`src/hdl/rhp_pkg.sv`:
```
// ============================================================================
// rhp_pkg: shared types and constants for the rainbow HSV pixel core
// Holds the item structs, register map, hue arithmetic constants and the
// pipeline geometry that the core, its divider and its checker rely on.
// ============================================================================
`timescale 1ns / 1ps
`default_nettype none

package rhp_pkg;

    // One input item: which frame and which LED.
    typedef struct packed {
        logic [7:0] frame_index;
        logic [5:0] led_index;
    } t_pixel_in;

    // One result item: the LED's color bytes.
    typedef struct packed {
        logic [7:0] red;
        logic [7:0] green;
        logic [7:0] blue;
    } t_pixel_out;

    // Register word index on the configuration port (paddr[3:2]).
    typedef enum logic [1:0] {
        REG_FRAME_COUNT = 2'd0,
        REG_HUE_STEP    = 2'd1,
        REG_PEAK_LEVEL  = 2'd2
    } t_reg_idx;

    // HSV sectors of 60 degrees each.
    typedef enum logic [2:0] {
        SEC_RED_YELLOW   = 3'd0,
        SEC_YELLOW_GREEN = 3'd1,
        SEC_GREEN_CYAN   = 3'd2,
        SEC_CYAN_BLUE    = 3'd3,
        SEC_BLUE_MAGENTA = 3'd4,
        SEC_MAGENTA_RED  = 3'd5
    } t_sector;

    localparam int unsigned PADDR_W = 4;

    // Register reset values.
    localparam logic [7:0] FRAME_COUNT_RST = 8'd60;
    localparam logic [8:0] HUE_STEP_RST    = 9'd10;
    localparam logic [7:0] PEAK_LEVEL_RST  = 8'd204;

    localparam int unsigned LED_COUNT = 36;

    // Hue is kept in 1/64 degree: full circle 23040 = 45 * 512,
    // one sector 3840 = 15 * 256.
    localparam int unsigned HUE_FULL    = 23040;
    localparam int unsigned HUE_SECTOR  = 3840;
    localparam int unsigned HUE_FRAME_K = 45;   // 23040 >> 9
    localparam int unsigned HUE_LO_W    = 9;

    // Reciprocals for constant division; each is exact over its input range.
    localparam int unsigned RECIP_45    = 23302; // ceil(2^20/45), x < 2^15
    localparam int unsigned RECIP_45_SH = 20;
    localparam int unsigned RECIP_360   = 23302; // ceil(2^23/360), x < 2^15
    localparam int unsigned RECIP_360_SH = 23;
    localparam int unsigned RECIP_15    = 4370;  // ceil(2^16/15), x < 2^12
    localparam int unsigned RECIP_15_SH = 16;

    // Frame divider geometry: 24-bit dividend, 4 quotient bits per stage.
    localparam int unsigned DIV_W      = 24;
    localparam int unsigned DIV_BITS   = 4;
    localparam int unsigned DIV_STAGES = DIV_W / DIV_BITS;

    // Clock edges from the accepting edge to the edge that loads the result.
    localparam int unsigned RHP_LATENCY = DIV_STAGES + 6;

endpackage

`default_nettype wire

```
`src/hdl/rhp_div.sv`:
```
// ============================================================================
// rhp_div: pipelined unsigned divider for the frame term of the hue
// Restoring long division of a 24-bit dividend by an 8-bit divisor, four
// quotient bits per register stage. A new item may enter every cycle.
// ============================================================================
`timescale 1ns / 1ps
`default_nettype none

module rhp_div (
    input  wire logic                     i_clk,
    input  wire logic                     i_rst_n,
    input  wire logic                     i_valid,
    input  wire logic [rhp_pkg::DIV_W-1:0] i_num,
    input  wire logic [7:0]               i_den,
    output logic                          o_valid,
    output logic [rhp_pkg::DIV_W-1:0]     o_quot
);
    import rhp_pkg::*;

    // Four restoring steps: shift a dividend bit into the partial remainder,
    // subtract the divisor when it fits, and shift the quotient bit in.
    function automatic logic [8+DIV_W-1:0] div_step(
        input logic [7:0]       rem,
        input logic [DIV_W-1:0] acc,
        input logic [7:0]       den
    );
        logic [8:0]       t;
        logic [7:0]       r;
        logic [DIV_W-1:0] a;
        r = rem;
        a = acc;
        for (int i = 0; i < DIV_BITS; i++) begin
            t = {r, a[DIV_W-1]};
            a = {a[DIV_W-2:0], 1'b0};
            if (t >= {1'b0, den}) begin
                t    = t - {1'b0, den};
                a[0] = 1'b1;
            end
            r = t[7:0];
        end
        return {r, a};
    endfunction

    logic             r_vld [DIV_STAGES];
    logic [7:0]       r_rem [DIV_STAGES];
    logic [DIV_W-1:0] r_acc [DIV_STAGES];

    logic             s_vld [DIV_STAGES+1];
    logic [7:0]       s_rem [DIV_STAGES+1];
    logic [DIV_W-1:0] s_acc [DIV_STAGES+1];

    logic [7:0]       n_rem [DIV_STAGES];
    logic [DIV_W-1:0] n_acc [DIV_STAGES];

    // Stage inputs: the first stage takes the new item, the rest the stage before.
    always_comb begin
        s_vld[0] = i_valid;
        s_rem[0] = 8'd0;
        s_acc[0] = i_num;
        for (int k = 0; k < DIV_STAGES; k++) begin
            s_vld[k+1] = r_vld[k];
            s_rem[k+1] = r_rem[k];
            s_acc[k+1] = r_acc[k];
        end
    end

    // One block of quotient bits per stage.
    always_comb begin
        for (int k = 0; k < DIV_STAGES; k++) begin
            {n_rem[k], n_acc[k]} = div_step(s_rem[k], s_acc[k], i_den);
        end
    end

    // Valid bits travel with the partial results.
    always_ff @(posedge i_clk) begin
        for (int k = 0; k < DIV_STAGES; k++) begin
            if (!i_rst_n) begin
                r_vld[k] <= 1'b0;
            end else begin
                r_vld[k] <= s_vld[k];
            end
        end
    end

    always_ff @(posedge i_clk) begin
        for (int k = 0; k < DIV_STAGES; k++) begin
            r_rem[k] <= n_rem[k];
            r_acc[k] <= n_acc[k];
        end
    end

    assign o_valid = r_vld[DIV_STAGES-1];
    assign o_quot  = r_acc[DIV_STAGES-1];

endmodule

`default_nettype wire

```
`src/hdl/rainbow_hsv_pixel_core.sv`:
```
// ============================================================================
// rainbow_hsv_pixel_core: rainbow color of one LED for one frame
// Hue in 1/64 degree from the frame and LED position, split into six HSV
// sectors at full saturation, scaled by a programmable peak level.
// ============================================================================
//
// Channel    Direction  Handshake                    Payload
// ---------  ---------  ---------------------------  -------------------------
// item in    input      start, busy                  i_pixel (t_pixel_in)
// item out   output     o_done (one-cycle strobe)    o_color (t_pixel_out)
// config     input      psel, penable, pwrite, pready  paddr, pwdata, prdata
//
// An item is taken in every cycle that start is high; busy stays low.
// Its result shows on o_color for one cycle, once the item has passed the entry
// stage, the 6-stage frame divider, stages 1 to 5 and the output stage.
// Synchronous active-low reset empties the pipeline and loads the register
// defaults. The result side has no back-pressure, so the pipeline never stalls.
//
`timescale 1ns / 1ps
`default_nettype none

module rainbow_hsv_pixel_core (
    input  wire logic                         i_clk,
    input  wire logic                         i_rst_n,
    input  wire logic                         start,
    output logic                              busy,
    input  wire rhp_pkg::t_pixel_in           i_pixel,
    output logic                              o_done,
    output rhp_pkg::t_pixel_out               o_color,
    input  wire logic                         psel,
    input  wire logic                         penable,
    input  wire logic                         pwrite,
    input  wire logic [rhp_pkg::PADDR_W-1:0]  paddr,
    input  wire logic [31:0]                  pwdata,
    output logic [31:0]                       prdata,
    output logic                              pready
);
    import rhp_pkg::*;

    // ------------------------------------------------------------------
    // Configuration registers
    // ------------------------------------------------------------------
    logic [7:0] r_frame_count;
    logic [8:0] r_hue_step;
    logic [7:0] r_peak_level;
    logic       cfg_wr;
    t_reg_idx   cfg_idx;

    assign pready  = 1'b1;
    assign cfg_wr  = psel && penable && pwrite && pready;
    assign cfg_idx = t_reg_idx'(paddr[3:2]);

    // Register writes on the access phase.
    always_ff @(posedge i_clk) begin
        if (!i_rst_n) begin
            r_frame_count <= FRAME_COUNT_RST;
            r_hue_step    <= HUE_STEP_RST;
            r_peak_level  <= PEAK_LEVEL_RST;
        end else if (cfg_wr) begin
            case (cfg_idx)
                REG_FRAME_COUNT: r_frame_count <= pwdata[7:0];
                REG_HUE_STEP:    r_hue_step    <= pwdata[8:0];
                REG_PEAK_LEVEL:  r_peak_level  <= pwdata[7:0];
                default: ;
            endcase
        end
    end

    // Register read-back.
    always_comb begin
        case (cfg_idx)
            REG_FRAME_COUNT: prdata = {24'd0, r_frame_count};
            REG_HUE_STEP:    prdata = {23'd0, r_hue_step};
            REG_PEAK_LEVEL:  prdata = {24'd0, r_peak_level};
            default:         prdata = 32'd0;
        endcase
    end

    // Every item flows straight through the pipeline.
    assign busy = 1'b0;

    // ------------------------------------------------------------------
    // Entry stage: dividend frame*23040 and the LED offset product
    // ------------------------------------------------------------------
    logic             accept;
    logic             r_a_vld;
    logic [DIV_W-1:0] r_a_num;
    logic [14:0]      r_a_lh;
    logic             r_a_ok;
    logic [13:0]      frame_k;

    assign accept  = start && !busy;
    assign frame_k = 14'({6'd0, i_pixel.frame_index} * 14'(HUE_FRAME_K));

    always_ff @(posedge i_clk) begin
        if (!i_rst_n) begin
            r_a_vld <= 1'b0;
        end else begin
            r_a_vld <= accept;
        end
    end

    always_ff @(posedge i_clk) begin
        r_a_num <= DIV_W'({frame_k, {HUE_LO_W{1'b0}}});
        r_a_lh  <= 15'({9'd0, i_pixel.led_index} * {6'd0, r_hue_step});
        r_a_ok  <= (i_pixel.led_index < 6'(LED_COUNT));
    end

    // ------------------------------------------------------------------
    // Frame divider, with the LED term delayed alongside
    // ------------------------------------------------------------------
    logic             div_vld;
    logic [DIV_W-1:0] div_quot;
    logic [14:0]      r_sb_lh [DIV_STAGES];
    logic             r_sb_ok [DIV_STAGES];

    rhp_div u_div (
        .i_clk   (i_clk),
        .i_rst_n (i_rst_n),
        .i_valid (r_a_vld),
        .i_num   (r_a_num),
        .i_den   (r_frame_count),
        .o_valid (div_vld),
        .o_quot  (div_quot)
    );

    always_ff @(posedge i_clk) begin
        r_sb_lh[0] <= r_a_lh;
        r_sb_ok[0] <= r_a_ok;
        for (int k = 1; k < DIV_STAGES; k++) begin
            r_sb_lh[k] <= r_sb_lh[k-1];
            r_sb_ok[k] <= r_sb_ok[k-1];
        end
    end

    // ------------------------------------------------------------------
    // Stage 1: reciprocal quotients for mod 45 and mod 360
    // ------------------------------------------------------------------
    logic          r1_vld;
    logic [14:0]   r1_x;
    logic [8:0]    r1_lo;
    logic [7:0]    r1_q45;
    logic [14:0]   r1_lh;
    logic [6:0]    r1_q360;
    logic          r1_ok;
    logic [14:0]   base_x;
    logic [8:0]    base_lo;
    logic [29:0]   mul45;
    logic [29:0]   mul360;

    // A zero frame count makes the frame term zero.
    assign base_x  = (r_frame_count == 8'd0) ? 15'd0 : div_quot[DIV_W-1:HUE_LO_W];
    assign base_lo = (r_frame_count == 8'd0) ? 9'd0  : div_quot[HUE_LO_W-1:0];
    assign mul45   = {15'd0, base_x} * 30'(RECIP_45);
    assign mul360  = {15'd0, r_sb_lh[DIV_STAGES-1]} * 30'(RECIP_360);

    always_ff @(posedge i_clk) begin
        if (!i_rst_n) begin
            r1_vld <= 1'b0;
        end else begin
            r1_vld <= div_vld;
        end
    end

    always_ff @(posedge i_clk) begin
        r1_x    <= base_x;
        r1_lo   <= base_lo;
        r1_q45  <= mul45[RECIP_45_SH +: 8];
        r1_lh   <= r_sb_lh[DIV_STAGES-1];
        r1_q360 <= mul360[RECIP_360_SH +: 7];
        r1_ok   <= r_sb_ok[DIV_STAGES-1];
    end

    // ------------------------------------------------------------------
    // Stage 2: remainders give frame term mod 23040 and LED term mod 360
    // ------------------------------------------------------------------
    logic        r2_vld;
    logic [14:0] r2_bmod;
    logic [8:0]  r2_r360;
    logic        r2_ok;
    logic [14:0] rem45;
    logic [14:0] rem360;

    assign rem45  = r1_x - 15'({7'd0, r1_q45} * 15'(HUE_FRAME_K));
    assign rem360 = r1_lh - 15'({8'd0, r1_q360} * 15'd360);

    always_ff @(posedge i_clk) begin
        if (!i_rst_n) begin
            r2_vld <= 1'b0;
        end else begin
            r2_vld <= r1_vld;
        end
    end

    always_ff @(posedge i_clk) begin
        r2_bmod <= {rem45[5:0], r1_lo};
        r2_r360 <= rem360[8:0];
        r2_ok   <= r1_ok;
    end

    // ------------------------------------------------------------------
    // Stage 3: hue sum wrapped once around the circle
    // ------------------------------------------------------------------
    logic        r3_vld;
    logic [14:0] r3_hue;
    logic        r3_ok;
    logic [15:0] hue_sum;

    assign hue_sum = {1'b0, r2_bmod} + {1'b0, r2_r360, 6'd0};

    always_ff @(posedge i_clk) begin
        if (!i_rst_n) begin
            r3_vld <= 1'b0;
        end else begin
            r3_vld <= r2_vld;
        end
    end

    always_ff @(posedge i_clk) begin
        if (hue_sum >= 16'(HUE_FULL)) begin
            r3_hue <= 15'(hue_sum - 16'(HUE_FULL));
        end else begin
            r3_hue <= hue_sum[14:0];
        end
        r3_ok <= r2_ok;
    end

    // ------------------------------------------------------------------
    // Stage 4: sector and position within it, mirrored in odd sectors
    // ------------------------------------------------------------------
    logic        r4_vld;
    t_sector     r4_sec;
    logic [11:0] r4_g;
    logic        r4_ok;
    logic [2:0]  sec_num;
    logic [14:0] sec_base;
    logic [11:0] frac;

    assign sec_num = 3'(r3_hue >= 15'(HUE_SECTOR)) + 3'(r3_hue >= 15'(2 * HUE_SECTOR))
                   + 3'(r3_hue >= 15'(3 * HUE_SECTOR)) + 3'(r3_hue >= 15'(4 * HUE_SECTOR))
                   + 3'(r3_hue >= 15'(5 * HUE_SECTOR));
    assign sec_base = 15'({12'd0, sec_num} * 15'(HUE_SECTOR));
    assign frac     = 12'(r3_hue - sec_base);

    always_ff @(posedge i_clk) begin
        if (!i_rst_n) begin
            r4_vld <= 1'b0;
        end else begin
            r4_vld <= r3_vld;
        end
    end

    always_ff @(posedge i_clk) begin
        r4_sec <= t_sector'(sec_num);
        r4_g   <= sec_num[0] ? 12'(12'(HUE_SECTOR) - frac) : frac;
        r4_ok  <= r3_ok;
    end

    // ------------------------------------------------------------------
    // Stage 5: scale by the peak level
    // ------------------------------------------------------------------
    logic        r5_vld;
    t_sector     r5_sec;
    logic [19:0] r5_prod;
    logic        r5_ok;

    always_ff @(posedge i_clk) begin
        if (!i_rst_n) begin
            r5_vld <= 1'b0;
        end else begin
            r5_vld <= r4_vld;
        end
    end

    always_ff @(posedge i_clk) begin
        r5_prod <= {12'd0, r_peak_level} * {8'd0, r4_g};
        r5_sec  <= r4_sec;
        r5_ok   <= r4_ok;
    end

    // ------------------------------------------------------------------
    // Output stage: divide by 3840 and place the channels by sector
    // ------------------------------------------------------------------
    logic        r_done;
    t_pixel_out  r_color;
    t_pixel_out  n_color;
    logic [24:0] ramp_mul;
    logic [7:0]  ramp;
    logic [7:0]  pk;

    // (prod >> 8) / 15 through the reciprocal.
    assign ramp_mul = {13'd0, r5_prod[19:8]} * 25'(RECIP_15);
    assign ramp     = ramp_mul[RECIP_15_SH +: 8];
    assign pk       = r_peak_level;

    always_comb begin
        case (r5_sec)
            SEC_RED_YELLOW:   n_color = '{red: pk,   green: ramp, blue: 8'd0};
            SEC_YELLOW_GREEN: n_color = '{red: ramp, green: pk,   blue: 8'd0};
            SEC_GREEN_CYAN:   n_color = '{red: 8'd0, green: pk,   blue: ramp};
            SEC_CYAN_BLUE:    n_color = '{red: 8'd0, green: ramp, blue: pk};
            SEC_BLUE_MAGENTA: n_color = '{red: ramp, green: 8'd0, blue: pk};
            default:          n_color = '{red: pk,   green: 8'd0, blue: ramp};
        endcase
        // An LED past the end of the strip stays dark.
        if (!r5_ok) begin
            n_color = '0;
        end
    end

    always_ff @(posedge i_clk) begin
        if (!i_rst_n) begin
            r_done <= 1'b0;
        end else begin
            r_done <= r5_vld;
        end
    end

    always_ff @(posedge i_clk) begin
        r_color <= n_color;
    end

    assign o_done  = r_done;
    assign o_color = r_color;

endmodule

`default_nettype wire

```
`config.mk`:
```
export PLATFORM = sky130hd
export DESIGN_NAME = rainbow_hsv_pixel_core
export DESIGN_NICKNAME = d
export VERILOG_FILES = /design/src/hdl/rhp_pkg.sv /design/src/hdl/rhp_div.sv /design/src/hdl/rainbow_hsv_pixel_core.sv
export SDC_FILE = /design/constraint.sdc
export NUM_CORES = 2
export LEC_CHECK = 0
export ABC_AREA = 1
export BUFFER_PORTS_ARGS = -buffer_cell sky130_fd_sc_hd__buf_2
export CAP_MARGIN = 20
export CELL_PAD_IN_SITES_DETAIL_PLACEMENT = 0
export CELL_PAD_IN_SITES_GLOBAL_PLACEMENT = 1
export CORE_MARGIN = 4
export CORE_UTILIZATION = 53
export DETAILED_ROUTE_END_ITERATION = 8
export GPL_ROUTABILITY_DRIVEN = 0
export PLACE_DENSITY = 0.87
export SETUP_SLACK_MARGIN = 0.05
export SYNTH_ARGS = -nofsm -noshare
export SYNTH_HDL_FRONTEND = slang
export SYNTH_SLANG_ARGS = --single-unit
```
`constraint.sdc`:
```
create_clock -name i_clk -period 18.8 [get_ports i_clk]
set_input_delay 3.76 -clock i_clk [delete_from_list [all_inputs] [get_ports i_clk]]
set_output_delay 3.76 -clock i_clk [all_outputs]
set_load 0.1 [all_outputs]
```
==> results.toml <==
[sta]
rsz0062_at_grt = "no"
timing_hold_violations_final = 0
slew_viol_final = 0
worst_pin_slew_ps = 729
fin_crit_ps = 8780
setup_viol = 0
tns_ps = 0
fmax_ghz = 0.114
fin_crit_sh = 0.467
skew_ps = 38.3
relSlewSlack = 0.514

[floorplanning]
die_w_microns = 266
dieArea_sq_um = 70500
core-area_sq_um = 65700
fp-row-count = 94
ios = 115
die_y_microns = 266
start_util = 0.535

[drt]
wl_per_cell_microns = 14.0
dr.pass1.iters = 6
wirelength_microns = 73600
vias = 26539
drcViolationCount = 0
antenna_left = 0
avgViaCountPerCell = 5.04
drt_iter0_markers = 1356

[clock_network]
cts.sinks = 443
cts_buffers = 48
cts_tree = "built"
ctsHoldBuffers = 0
path_clk_slew_ps = 60
h-tree-depth = 2
clockBufferDepth = 3
postCtsSetupBuffers = 0
post_cts_resize_count = 0
cts-root-buf = "clkbuf_16"
clock_latency_ps = 600

[job]
cap_violations = 0

[final_layout]
final_util = 0.577
mostFrequentLayoutCell = "nand2_1"
fillCellCount = 5987
diodes = 0
drive_above_1_share = 0.0691
nets = 5203
area_growth_pct = 7.98
regArea_sq_um = 8870
multi_input_area_sq_um = 23000
final_cell_mix = "877 x nand2_1, 760 x inv_1, 563 x ha_1"

[setup_path]
crit_type = "input port to output pin"
cp.required_ps = 15040
cp-start-kind = "input port"
cp-end-kind = "output pin"
arrival_ps = 5020
cp_max_fo = 9

[synthesis]
synth_top_family_by_area = "adder cells"
synth-async-reset-ratio = 0
yosys_warnings = 0
synth_compound_area_frac = 0.0921
ys_ff_latch = 443
synth_edf_count = 0
synth_area_per_cell_sq_um = 8.20
synth-simple-area-share = 0.178
syn-cell-area_sq_um = 35100
synth_flop_cell = "dfxtp_1"
yosysSeqAreaShare = 0.252
synthAdderAreaFrac = 0.327
synthMuxAreaShare = 0
synth-xor-area-share = 0.0533
yosysUniqueCellTypes = 66
syn_inst = 4288

[placed_design]
port_buffers = 64
place_hpwl_microns = 58900

[min_path]
hold_path.class = "register to register"

[outcome]
outcome = "completed"

[global_route]
grt_overflow = 0
antenna_found_initial = 0
grt_usage = 0.210
grt_pass1_vias = 25960
grt_max_degree = 39
grt_pass1_wl_microns = 125000
-- path summary, 6_finish.rpt --
kind | from | to | slack, ps | depth (start not counted)
worst min register to register | u_div.r_acc[2][9] | u_div.r_acc[3][13] | 310 | 0
worst max register to register | r_frame_count[1] | u_div.r_rem[1][0] | 10830 | 44
worst min-delay path | u_div.r_acc[2][9] | u_div.r_acc[3][13] | 310 | 0
worst max-delay path | paddr[2] | prdata[3] | 10020 | 6
-- state kept, by name (all words and copies together), names as in the netlist, 12 cells and up --
signal / count
r_sb_lh: 90
o_color: 24
r_a_num: 14
r5_prod: 12
u_div.r_acc: 105
r4_g: 12
r3_hue: 15
r2_bmod: 15
u_div.r_rem: 40
r_a_lh: 15
-- layout make-up --
type                       instances  share of cell area
clock inverter                    28             0.00936
timing repair buffer              77              0.0110
inverter                         786              0.0778
multi-input combinational       3005               0.605
clock buffer                      59              0.0346
sequential                       443               0.234
tap                              864              0.0285
-- metrics by stage --
step | area [sq um] | instances | hold WS [ps] | setup slack (ps)
5_1_grt | 37900 | 5262 | 311 | 9800
6_report | 37900 | 5262 | 307 | 10020
2_1_floorplan | 35200 | 4314 | 310 | 9420
3_5_place_dp | 36300 | 5175 | 312 | 10040
4_1_cts | 37900 | 5262 | 307 | 10040
3_3_place_gp | 36300 | 5175 | 310 | 10040
-- synthesized netlist by cell type (8+ instances only) --
cell	instances	area [sq um]
nand2_1	877	3290
inv_1	761	2860
ha_1	563	7040
dfxtp_1	443	8870
a21oi_1	264	1320
fa_1	223	4460
nor2_1	189	709
nand3_1	157	786
xor2_1	127	1110
o21ai_0	126	631
xnor2_1	87	762
nand4_1	45	282
clkbuf_1	37	139
buf_4	28	210
nand2_2	27	169
nor3_1	25	125
o21ai_1	23	115
a21o_1	22	165
o211ai_1	22	165
or2_2	20	125
inv_2	19	71.3
o21ai_2	16	140
nand3_2	12	120
o31ai_1	12	90.1
nand3b_1	11	82.6
nor4_1	11	68.8
o21a_1	11	82.6
a21oi_2	9	78.8
a31oi_1	9	56.3
nand3_4	8	140
o221ai_1	8	70.1
-- cell families after synthesis --
family | after synthesis
and+or+nand+nor | 1419
adders and majority gates | 786
other | 2
AOI/OAI and AO/OA | 558
DFF | 443
buffers and inverters | 866
xor gates and xnor gates | 214
-- worst max-delay path, cell delays in order --
cell      delay [ps]
buf_2             90
inv_1             40
nor2_1           430
nand2_1          120
o221ai_1         110
buf_2            470
-- metal layers --
metal	track usage	routed length, microns	vias to the layer above
met1	0.294	35800	12136
met2	0.351	33300	435
met3	0.0251	2830	120
li1	-	-	13848
met5	0	0	-
met4	0.0504	1670	0
Power is not shown: default switching activity piles up to over one toggle a cycle in this logic, so the estimate is an artifact.
